### config.mk
export PLATFORM = sky130hd
export DESIGN_NAME = tdht_mod
export DESIGN_NICKNAME = d
export VERILOG_FILES = /design/src/design/transaction_decision_hash_table_macros.svh /design/src/design/tdht_pkg.sv /design/src/design/tdht_mod.sv
export SDC_FILE = /design/constraint.sdc
export NUM_CORES = 1
export LEC_CHECK = 0
export ABC_AREA = 1
export BUFFER_PORTS_ARGS = -buffer_cell sky130_fd_sc_hd__buf_2
export CORE_UTILIZATION = 55
export DETAILED_ROUTE_END_ITERATION = 16
export GPL_TIMING_DRIVEN = 0
export PLACE_DENSITY = 0.75
export REMOVE_ABC_BUFFERS = 1
export SYNTH_ARGS = -nofsm -noshare
export SYNTH_HDL_FRONTEND = slang
export SYNTH_SLANG_ARGS = --single-unit
### constraint.sdc
create_clock -name clock -period 13.68 [get_ports clock]
set_input_delay 1.368 -clock clock [delete_from_list [all_inputs] [get_ports clock]]
set_output_delay 1.368 -clock clock [all_outputs]
set_load 0.01 [all_outputs]
### src/design/transaction_decision_hash_table_macros.svh
// Assertion helpers for the decision table. Bodies are empty in synthesis.
`ifndef TRANSACTION_DECISION_HASH_TABLE_MACROS_SVH
`define TRANSACTION_DECISION_HASH_TABLE_MACROS_SVH

`ifndef SYNTHESIS
// cond holds at every clock edge outside reset
`define TDHT_ASSERT_ALWAYS(label, clk, rst, cond) \
   label: assert property (@(posedge clk) disable iff (rst) (cond)) \
      else $error("assertion failed: invariant");
// b holds in the same cycle as a
`define TDHT_ASSERT_IMPLIES(label, clk, rst, a, b) \
   label: assert property (@(posedge clk) disable iff (rst) (a) |-> (b)) \
      else $error("assertion failed: implication");
// b holds in the cycle after a
`define TDHT_ASSERT_NEXT(label, clk, rst, a, b) \
   label: assert property (@(posedge clk) disable iff (rst) (a) |=> (b)) \
      else $error("assertion failed: next-cycle implication");
`else
`define TDHT_ASSERT_ALWAYS(label, clk, rst, cond)
`define TDHT_ASSERT_IMPLIES(label, clk, rst, a, b)
`define TDHT_ASSERT_NEXT(label, clk, rst, a, b)
`endif

`endif

### src/design/tdht_pkg.sv
package tdht_pkg;

   // table geometry
   localparam int NUM_BUCKETS = 256;
   localparam int WAYS        = 4;
   localparam int SLOTS       = NUM_BUCKETS * WAYS;

   // field widths
   localparam int MODE_W  = 2;
   localparam int ID_W    = 32;
   localparam int DEC_W   = 8;
   localparam int STAT_W  = 2;
   localparam int CNT_W   = 11;
   localparam int CFG_W   = 9;

   // bucket index and divisor widths
   localparam int BKT_W = (NUM_BUCKETS > 1) ? $clog2(NUM_BUCKETS) : 1;
   localparam int N_W   = $clog2(NUM_BUCKETS + 1);

   // remainder unit: bits of the id consumed per cycle
   localparam int MOD_BITS_PER_STEP = 4;
   localparam int MOD_STEPS         = ID_W / MOD_BITS_PER_STEP;
   localparam int STEP_W            = (MOD_STEPS > 1) ? $clog2(MOD_STEPS) : 1;

   localparam logic [CFG_W-1:0] BUCKETS_RESET = CFG_W'(256);

   // operation codes
   localparam logic [MODE_W-1:0] MODE_INSERT = 2'd0;
   localparam logic [MODE_W-1:0] MODE_SEARCH = 2'd1;
   localparam logic [MODE_W-1:0] MODE_REMOVE = 2'd2;

   // status codes
   localparam logic [STAT_W-1:0] STAT_DONE      = 2'd0;
   localparam logic [STAT_W-1:0] STAT_NOT_FOUND = 2'd1;
   localparam logic [STAT_W-1:0] STAT_FULL      = 2'd2;

   typedef struct packed {
      logic             valid;
      logic [ID_W-1:0]  key;
      logic [DEC_W-1:0] value;
   } slot_type;

   typedef slot_type [WAYS-1:0] row_type;

   typedef struct packed {
      logic             en;
      logic [BKT_W-1:0] addr;
   } rd_req_type;

   typedef struct packed {
      logic             en;
      logic [BKT_W-1:0] addr;
      row_type          row;
   } wr_req_type;

endpackage

### src/design/tdht_mod.sv
// Remainder of a 32-bit id by the bucket count, restoring style,
// MOD_BITS_PER_STEP bits per cycle.
module tdht_mod (
   input  logic                       clock,
   input  logic                       reset,
   input  logic                       start,
   input  logic [tdht_pkg::ID_W-1:0]  id,
   input  logic [tdht_pkg::N_W-1:0]   divisor,
   output logic                       done,
   output logic [tdht_pkg::BKT_W-1:0] remainder
);
   import tdht_pkg::*;

   logic              run_ff, run_in;
   logic              done_ff, done_in;
   logic [STEP_W-1:0] cnt_ff, cnt_in;
   logic [ID_W-1:0]   id_ff, id_in;
   logic [N_W-1:0]    div_ff, div_in;
   logic [N_W-1:0]    r_ff, r_in;
   logic [N_W-1:0]    r_step;

   // MOD_BITS_PER_STEP dependent compare/subtract steps on the partial remainder
   always_comb begin
      logic [N_W:0]   t;
      logic [N_W-1:0] r;
      r = r_ff;
      t = '0;
      for (int i = 0; i < MOD_BITS_PER_STEP; i++) begin
         t = {r, id_ff[ID_W-1-i]};
         if (t >= {1'b0, div_ff}) begin
            t = t - {1'b0, div_ff};
         end
         r = t[N_W-1:0];
      end
      r_step = r;
   end

   // sequencing
   always_comb begin
      run_in  = run_ff;
      done_in = 1'b0;
      cnt_in  = cnt_ff;
      id_in   = id_ff;
      div_in  = div_ff;
      r_in    = r_ff;
      if (start) begin
         run_in = 1'b1;
         cnt_in = '0;
         id_in  = id;
         div_in = divisor;
         r_in   = '0;
      end else if (run_ff) begin
         r_in   = r_step;
         id_in  = id_ff << MOD_BITS_PER_STEP;
         cnt_in = cnt_ff + 1'b1;
         if (cnt_ff == STEP_W'(MOD_STEPS - 1)) begin
            run_in  = 1'b0;
            done_in = 1'b1;
         end
      end
   end

   always_ff @(posedge clock) begin
      if (reset) begin
         run_ff  <= 1'b0;
         done_ff <= 1'b0;
         cnt_ff  <= '0;
      end else begin
         run_ff  <= run_in;
         done_ff <= done_in;
         cnt_ff  <= cnt_in;
      end
   end

   always_ff @(posedge clock) begin
      id_ff  <= id_in;
      div_ff <= div_in;
      r_ff   <= r_in;
   end

   assign done      = done_ff;
   assign remainder = r_ff[BKT_W-1:0];

endmodule

==> impl_metrics.json <==
{
  "fillers": 735,
  "cts_buffer_depth": 2,
  "max_freq_ghz": 0.133,
  "antenna_found_initial": 0,
  "worstSetupEndpointType": "register",
  "final_core_util_pct": 62.3,
  "h-tree-depth": 2,
  "r2r_slack_ns": 6.17,
  "rsz0062_at_grt": "false",
  "grt_pass1_wl_mm": 16.2,
  "num_rows": 32,
  "area_growth_pct": 9.30,
  "worst_ep_arrival_time_ns": 7.72,
  "cts_made_buffers": 5,
  "synthAdderAreaFrac_pct": 12.6,
  "synthDistinctLibCells": 39,
  "dr.first_iter.drc_count": 245,
  "crit_top_cell": "nand2_1",
  "synthesis.area_um2": 4430,
  "cts.sinks": 55,
  "layout_commonest_cell": "nand2_1",
  "clkLatencyLatePin_ns": 0.31,
  "relSlewSlack_pct": 21.1,
  "hold_violations": 0,
  "via_per_inst": 5.13,
  "routedWlPerCell_um": 13.3,
  "routed_wl_mm": 9.68,
  "worstMarginPinSlew_ns": 1.18,
  "layout_common_cells": "nand2_1, inv_1, buf_2",
  "yosysSeqAreaShare_pct": 34.2,
  "avgSynthCellArea_um2": 7.56,
  "synth-compound-area-share_pct": 6.96,
  "dieArea_um2": 8410,
  "synth-simple-area-share_pct": 32.1,
  "synth_xor_area_share_pct": 4.95,
  "placement.io_buffers": 52,
  "initial_utilization_pct": 57.0,
  "cts_hold_buf": 0,
  "grt_overflow": 0,
  "synth_top_family_by_area": "simple AND/OR/NAND/NOR gates",
  "fin_nets": 710,
  "grt_usage_pct": 24.2,
  "diodes": 0,
  "setup_violations": 0,
  "grt_pass1_vias": 3639,
  "cap_viol_max_count": 0,
  "postCtsSetupBuffers": 0,
  "fp.dieH_um": 91.7,
  "finalSetupTns_ns": 0,
  "finalCriticalPeriod_ns": 7.51,
  "coreArea_um2": 7770,
  "holdCritPathClass": "register to register",
  "fin_worst_skew_ns": 0.00649,
  "final_antenna_net_count": 0,
  "cts_root_buffer": "clkbuf_8",
  "drive_gt1_share_pct": 15.0,
  "grt_max_degree": 46,
  "cts_resized": 0,
  "cp_slowest_stage_delay_ns": 0.43,
  "synth_seq_cells": 55,
  "cp_slowest_cell": "edfxtp_1",
  "start_kind": "register",
  "crit_required_ns": 13.88,
  "path_clk_slew_ns": 0.10,
  "gp_congestion": 0.917,
  "netlist_instances": 585,
  "cts_tree": "built",
  "ios": 53,
  "ys_warn_count": 0,
  "cp_max_fo": 17,
  "critPathKind": "register to register",
  "fp.dieW_um": 91.7,
  "muxShareOfSynthArea_pct": 0,
  "fin_crit_sh_pct": 54.9,
  "outcome": "finished, final reports clean",
  "drc": 0,
  "vias": 3732,
  "hold_slack_ns": 0.474,
  "slew_viol_final": 0,
  "hpwlAfterDp_mm": 7.51,
  "dr.pass1.iters": 5
}
-- Yosys cell counts (all sizes together) --
| master | n | area share [%] |
|---|---|---|
| a21o | 2 | 0.34 |
| a21oi | 22 | 3.0 |
| dfxtp | 14 | 6.3 |
| xnor2 | 9 | 1.8 |
| a31oi | 4 | 0.57 |
| nand2 | 233 | 21 |
| clkbuf | 8 | 0.68 |
| o21bai | 3 | 0.51 |
| or2 | 4 | 0.57 |
| nor3b | 1 | 0.17 |
| xor2 | 16 | 3.2 |
| buf | 12 | 2.0 |
| edfxtp | 41 | 28 |
| inv | 78 | 6.6 |
| nor2 | 22 | 2.7 |
| nand3 | 37 | 5.4 |
| ha | 38 | 11 |
| o21ai | 17 | 2.2 |
| nor3 | 8 | 0.90 |
| nand3b | 1 | 0.17 |
| o31a | 1 | 0.20 |
| nand4 | 9 | 1.3 |
| o21a | 1 | 0.17 |
| fa | 4 | 1.8 |
-- critical path: cells and delay by family, from the launching register on --
kind                       cells  cell delay [ns]
AOI/OAI and AO/OA             11             2.34
adders and majority gates      4             1.39
buffers and inverters          6             0.83
DFF                            1             0.43
and+or+nand+nor               22             2.41
-- final timing paths --
check | endpoint | cells past startpoint | from
worst min register to register | cnt_ff[1]$_SDFFE_PP0P_ | 2 | cnt_ff[1]$_SDFFE_PP0P_
worst max-delay path | r_ff[6]$_SDFFE_PP0P_ | 43 | div_ff[1]$_DFFE_PP_
worst max register to register | r_ff[6]$_SDFFE_PP0P_ | 43 | div_ff[1]$_DFFE_PP_
worst min-delay path | cnt_ff[1]$_SDFFE_PP0P_ | 2 | cnt_ff[1]$_SDFFE_PP0P_
-- metrics by stage --
step                cells  cell area [um2]  setup WS (ns)
CTS                   727             4840           6.22
floorplan             565             4310           7.43
global route          727             4840           5.49
global placement      719             4700           6.45
finish                727             4840           6.17
detailed placement    719             4700           6.27
-- registers in the layout, summed over array words and instances, names as in the netlist --
signal  flops
done        1
run_ff      1
div_ff      9
r_ff        9
cnt_ff      3
id_ff      32
-- cell type report --
| class | count | area (um2) | area share, % |
|---|---|---|---|
| clock inverter | 3 | 71.3 | 1.47 |
| inverter | 78 | 293 | 6.05 |
| timing repair buffer | 52 | 260 | 5.38 |
| tap | 102 | 128 | 2.64 |
| clock buffer | 5 | 68.8 | 1.42 |
| multi-input combinational | 432 | 2500 | 51.8 |
| sequential | 55 | 1510 | 31.2 |
-- routing by layer --
metal,global-route usage (%),part of all wire [%],up-vias
li1,-,-,1943
met1,29.4,44,1684
met2,45.9,50,95
met3,3.07,5.0,10
met4,4.43,0.96,0
met5,0,0,-
-- kinds of logic (layout without fill, tap and decap cells) --
group,after synthesis,count (layout)
flip-flops,55,55
XOR/XNOR,25,25
AO/OA/AOI/OAI,50,50
AND/OR/NAND/NOR,315,315
adder cells (fa/ha/maj),42,42
buffers and inverters,98,138
Power is left out: the tool's default activity adds up to more than one toggle a clock period on the data nets, which glitch-free logic cannot reach.
